File: src/rtl/isosceles_apex_point_macros.svh
// assertion helpers for the apex point block
`ifndef ISOSCELES_APEX_POINT_MACROS_SVH
`define ISOSCELES_APEX_POINT_MACROS_SVH
`ifndef SYNTHESIS
`define APX_ASSERT_IMP(lbl, clk, rst, ante, cons) \
  lbl: assert property (@(posedge clk) disable iff (rst) (ante) |-> (cons)) \
    else $error("apex point check failed");
`define APX_ASSERT_NXT(lbl, clk, rst, ante, cons) \
  lbl: assert property (@(posedge clk) disable iff (rst) (ante) |=> (cons)) \
    else $error("apex point check failed");
`else
`define APX_ASSERT_IMP(lbl, clk, rst, ante, cons)
`define APX_ASSERT_NXT(lbl, clk, rst, ante, cons)
`endif
`endif

File: src/rtl/apx_sqrt_pipe.sv
module apx_sqrt_pipe #(
  parameter int N = 33
) (
  input  logic           clk,
  input  logic           en,
  input  logic [2*N-1:0] rad,
  output logic [N-1:0]   root
);

  logic [N+1:0]   rem_q  [N];
  logic [N-1:0]   root_q [N];
  logic [2*N-1:0] rad_q  [N];

  // one result bit per stage, two radicand bits brought down each time
  for (genvar j = 0; j < N; j++) begin : g_step
    logic [N+1:0]   rem_i;
    logic [N-1:0]   root_i;
    logic [2*N-1:0] rad_i;
    logic [N+3:0]   part;
    logic [N+3:0]   trial;
    logic [N+3:0]   diff;
    logic           ge;

    if (j == 0) begin : g_first
      assign rem_i  = '0;
      assign root_i = '0;
      assign rad_i  = rad;
    end else begin : g_next
      assign rem_i  = rem_q[j-1];
      assign root_i = root_q[j-1];
      assign rad_i  = rad_q[j-1];
    end

    assign part  = {rem_i, rad_i[2*N-1 -: 2]};
    assign trial = {2'b00, root_i, 2'b01};
    assign ge    = part >= trial;
    assign diff  = part - trial;

    always_ff @(posedge clk) begin
      if (en) begin
        rem_q[j]  <= ge ? diff[N+1:0] : part[N+1:0];
        root_q[j] <= {root_i[N-2:0], ge};
        rad_q[j]  <= rad_i << 2;
      end
    end
  end

  assign root = root_q[N-1];

endmodule

File: config.mk
export PLATFORM = sky130hd
export DESIGN_NAME = apx_sqrt_pipe
export DESIGN_NICKNAME = d
export VERILOG_FILES = /design/src/rtl/isosceles_apex_point_macros.svh /design/src/rtl/apx_sqrt_pipe.sv
export SDC_FILE = /design/constraint.sdc
export NUM_CORES = 2
export LEC_CHECK = 0
export BUFFER_PORTS_ARGS = -buffer_cell sky130_fd_sc_hd__buf_4
export CAP_MARGIN = 40
export CORE_MARGIN = 2
export CORE_UTILIZATION = 55
export DETAILED_ROUTE_END_ITERATION = 7
export PLACE_DENSITY = 0.73
export SLEW_MARGIN = 20
export SYNTH_ARGS = -nofsm -noshare
export SYNTH_HDL_FRONTEND = slang
export SYNTH_MEMORY_MAX_BITS = 65536
export SYNTH_SLANG_ARGS = --single-unit
File: constraint.sdc
create_clock -name clk -period 4.85 [get_ports clk]
set_input_delay 0.2425 -clock clk [delete_from_list [all_inputs] [get_ports clk]]
set_output_delay 0.2425 -clock clk [all_outputs]
set_load 0.02 [all_outputs]
==> results.sh <==
export IMPL_clkTransAtPathRegs_ns=0.06
export IMPL_synth_edff_count=2684
export IMPL_cts_sinks=2684
export IMPL_track_usage_pct=21.0
export IMPL_powerDensity_nw_per_um2=471
export IMPL_initial_utilization_pct=55.4
export IMPL_cp_cell_sequence="ha_1, a21o_1, a221o_1, a221o_1, a221oi_1, o221ai_1, a31oi_1, o21ai_1, a311o_2, buf_12, mux2_1"
export IMPL_hold_viol=0
export IMPL_status="finished, final reports clean"
export IMPL_ys_seq_area_share_pct=64.6
export IMPL_synth_seq_cells=2684
export IMPL_rsz0062_at_grt="no"
export IMPL_synth_area_um2=125000
export IMPL_vias=76242
export IMPL_fin_crit_sh_pct=87.3
export IMPL_max_freq_ghz=0.236
export IMPL_total_power_mw=66.0
export IMPL_coreArea_um2=225000
export IMPL_required_ns=5.49
export IMPL_worstSetupPathType="flop to flop"
export IMPL_wl_per_cell_um=18.5
export IMPL_place_congestion=0.926
export IMPL_die_area_um2=231000
export IMPL_p_clk_share_pct=32.7
export IMPL_synth_top_cell_by_area="edfxtp_1"
export IMPL_synth_warnings=0
export IMPL_rows=174
export IMPL_reg2reg_slack_ns=0.61
export IMPL_p_seq_share_pct=47.3
export IMPL_max_cap_violations=0
export IMPL_die_h_um=480
export IMPL_nFillCells=16802
export IMPL_worst_pin_slew_ns=1.10
export IMPL_drtAntennaViolNets=0
export IMPL_yosys_cell_count_top_type="edfxtp_1"
export IMPL_avgViaCountPerCell=5.72
export IMPL_ir_worst_vdd_v=0.000462
export IMPL_cts_root_buffer="clkbuf_16"
export IMPL_dp_slack_ns=0.696
export IMPL_area_growth_pct=12.4
export IMPL_synth_top_area_share_pct=64.6
export IMPL_first_pass_iters=6
export IMPL_antenna_found_initial=2
export IMPL_switchingPower_mw=18.4
export IMPL_post_synth_num_cell_types=93
export IMPL_min_period_ns=4.24
export IMPL_critPathTopFamily="compound AO/OA/AOI/OAI gates"
export IMPL_grt_first_pass_wirelength_um=392000
export IMPL_synthFlopType="edfxtp_1"
export IMPL_max_clock_path_buffers=4
export IMPL_critPathSlowestCell="a311o_2"
export IMPL_cp_common_cell="a221o_1"
export IMPL_async_reset_ff_share_pct=0
export IMPL_setup_tns_ns=0
export IMPL_setup_viol=0
export IMPL_numCtsBuffers=297
export IMPL_grt_ovfl_total=0
export IMPL_cp_max_fo=46
export IMPL_tritoncts="yes"
export IMPL_hold_path_class="primary input to flop"
export IMPL_dp_hpwl_um=172000
export IMPL_clock_latency_ns=0.93
export IMPL_synth_area_per_cell_um2=12.9
export IMPL_netlist_instances=9675
export IMPL_cts_htree_levels=5
export IMPL_relSlewSlack_pct=26.9
export IMPL_grt_pass1_vias=74940
export IMPL_die_w_um=480
export IMPL_holdWs_ns=0.0612
export IMPL_drt_iter0_markers=6486
export IMPL_endpoint_kind="flop"
export IMPL_arrival_ns=4.87
export IMPL_power_leakage_nw=53.9
export IMPL_fin_util_pct=62.3
export IMPL_maxSlewViolCount=0
export IMPL_swShare_pct=27.8
export IMPL_port_buffers=100
export IMPL_intPower_mw=47.7
export IMPL_drive_above_1_share_pct=6.56
export IMPL_route_detailed_drc=0
export IMPL_routed_wirelength_um=246000
export IMPL_skew_ns=0.0635
export IMPL_ios=101
export IMPL_nets=10777
export IMPL_worst_slack_ns=0.615
export IMPL_grt_max_degree=192
export IMPL_cp_buffers_inverters=1
export IMPL_cp_slowest_stage_delay_ns=0.51
export IMPL_synth_area_leaders="edfxtp_1 65%, ha_1 6.0%, xor2_1 3.1%"
export IMPL_syn_num_nets=10339
export IMPL_worstSetupStartpointType="flop"
export IMPL_combPwrFrac_pct=20.0
export IMPL_synthTopCellsByCount="2684 x edfxtp_1, 762 x inv_1, 673 x nand2_1, 614 x nor2_1, 596 x ha_1"
export IMPL_cts_setup_buffers=0
-- layout by cell type, fill, tap and decap left out, types with 44 or more instances in the layout --
cell type | synthesis | layout
edfxtp_1 | 2684 | 2684
o31ai_1 | 89 | 87
o21a_1 | 115 | 115
dlygate4sd3_1 | 0 | 121
xnor2_1 | 422 | 422
nand4_1 | 103 | 103
nand2_1 | 673 | 673
buf_4 | 0 | 161
a211oi_1 | 49 | 49
nor4_1 | 129 | 129
a21oi_1 | 594 | 593
o21bai_1 | 46 | 46
xor2_1 | 448 | 448
inv_1 | 762 | 762
or4_1 | 59 | 59
o21ai_1 | 252 | 251
nand2b_1 | 120 | 120
a21o_1 | 281 | 281
ha_1 | 596 | 596
o21ai_0 | 258 | 258
nand3_1 | 144 | 144
clkbuf_16 | 0 | 301
clkinv_1 | 1 | 65
nor2_1 | 614 | 612
clkbuf_1 | 158 | 49
or3_1 | 108 | 108
and3_1 | 64 | 64
nor2b_1 | 81 | 81
nor3_1 | 242 | 240
mux2_1 | 44 | 44
-- layout make-up --
class | count | area (um2) | share of cell area (%)
diodes | 6 | 15.0 | 0.0107
flip-flops and latches | 2684 | 80600 | 57.5
clock buffers | 350 | 7720 | 5.50
repair buffers | 312 | 2940 | 2.10
multi-input cells | 6038 | 40700 | 29.0
inverters | 780 | 2930 | 2.09
well taps | 2992 | 3740 | 2.67
clock inverters | 162 | 1560 | 1.11
-- flip-flops by register name, indices dropped and copies added (netlist names) --
name    cells
root_q    561
rad_q    1056
rem_q    1067
-- layer usage --
metal | global-route usage, % | vias up | part of all wire [%]
met4 | 7.05 | 0 | 3.3
met3 | 2.85 | 564 | 4.4
li1 | - | 36674 | -
met1 | 26.6 | 37002 | 41
met5 | 0 | - | 0
met2 | 37.1 | 2002 | 51
-- power by group through the flow --
stage,Clock (mW),Sequential (mW),Combinational (mW)
detailed placement,0,31.7,12.9
global placement,0,31.6,12.6
finish,21.6,31.2,13.2
floorplan,0,30.8,9.68
CTS,22.1,31.3,13.1
global route,22.9,31.5,14.7
-- cells by family (layout without fill, tap and decap cells) --
family / Yosys count / in the layout / share of synthesized area (%)
buffers and inverters: 953 / 1604 / 2.87
muxes: 60 / 60 / 0.532
other: 1 / 7 / 0.00301
AOI/OAI and AO/OA: 1971 / 1971 / 9.84
and+or+nand+nor: 2540 / 2540 / 10.0
adders and majority gates: 596 / 596 / 5.98
DFF: 2684 / 2684 / 64.6
xor gates and xnor gates: 870 / 870 / 6.11
-- path summary, 6_finish.rpt --
kind                                    start             to  depth (start not counted)
worst max register to register  rem_q[0][887]  rem_q[0][916]                         11
worst min register to register  rad_q[0][793]  rad_q[0][859]                          0
worst min-delay path                  rad[22]   rad_q[0][22]                          2
worst max-delay path            rem_q[0][887]  rem_q[0][916]                         11
-- timing repair --
action                     4_1_cts  5_1_grt
hold buffers                   121        0
gates resized for setup          0        0
setup endpoints to repair        0        0
hold endpoints to repair       134        0
-- per-stage QoR --
step | area (um2) | instances
global route | 140000 | 13324
finish | 140000 | 13324
global placement | 130000 | 12674
detailed placement | 130000 | 12676
CTS | 140000 | 13309
floorplan | 125000 | 9675
Power figures use the tool's default switching activity.
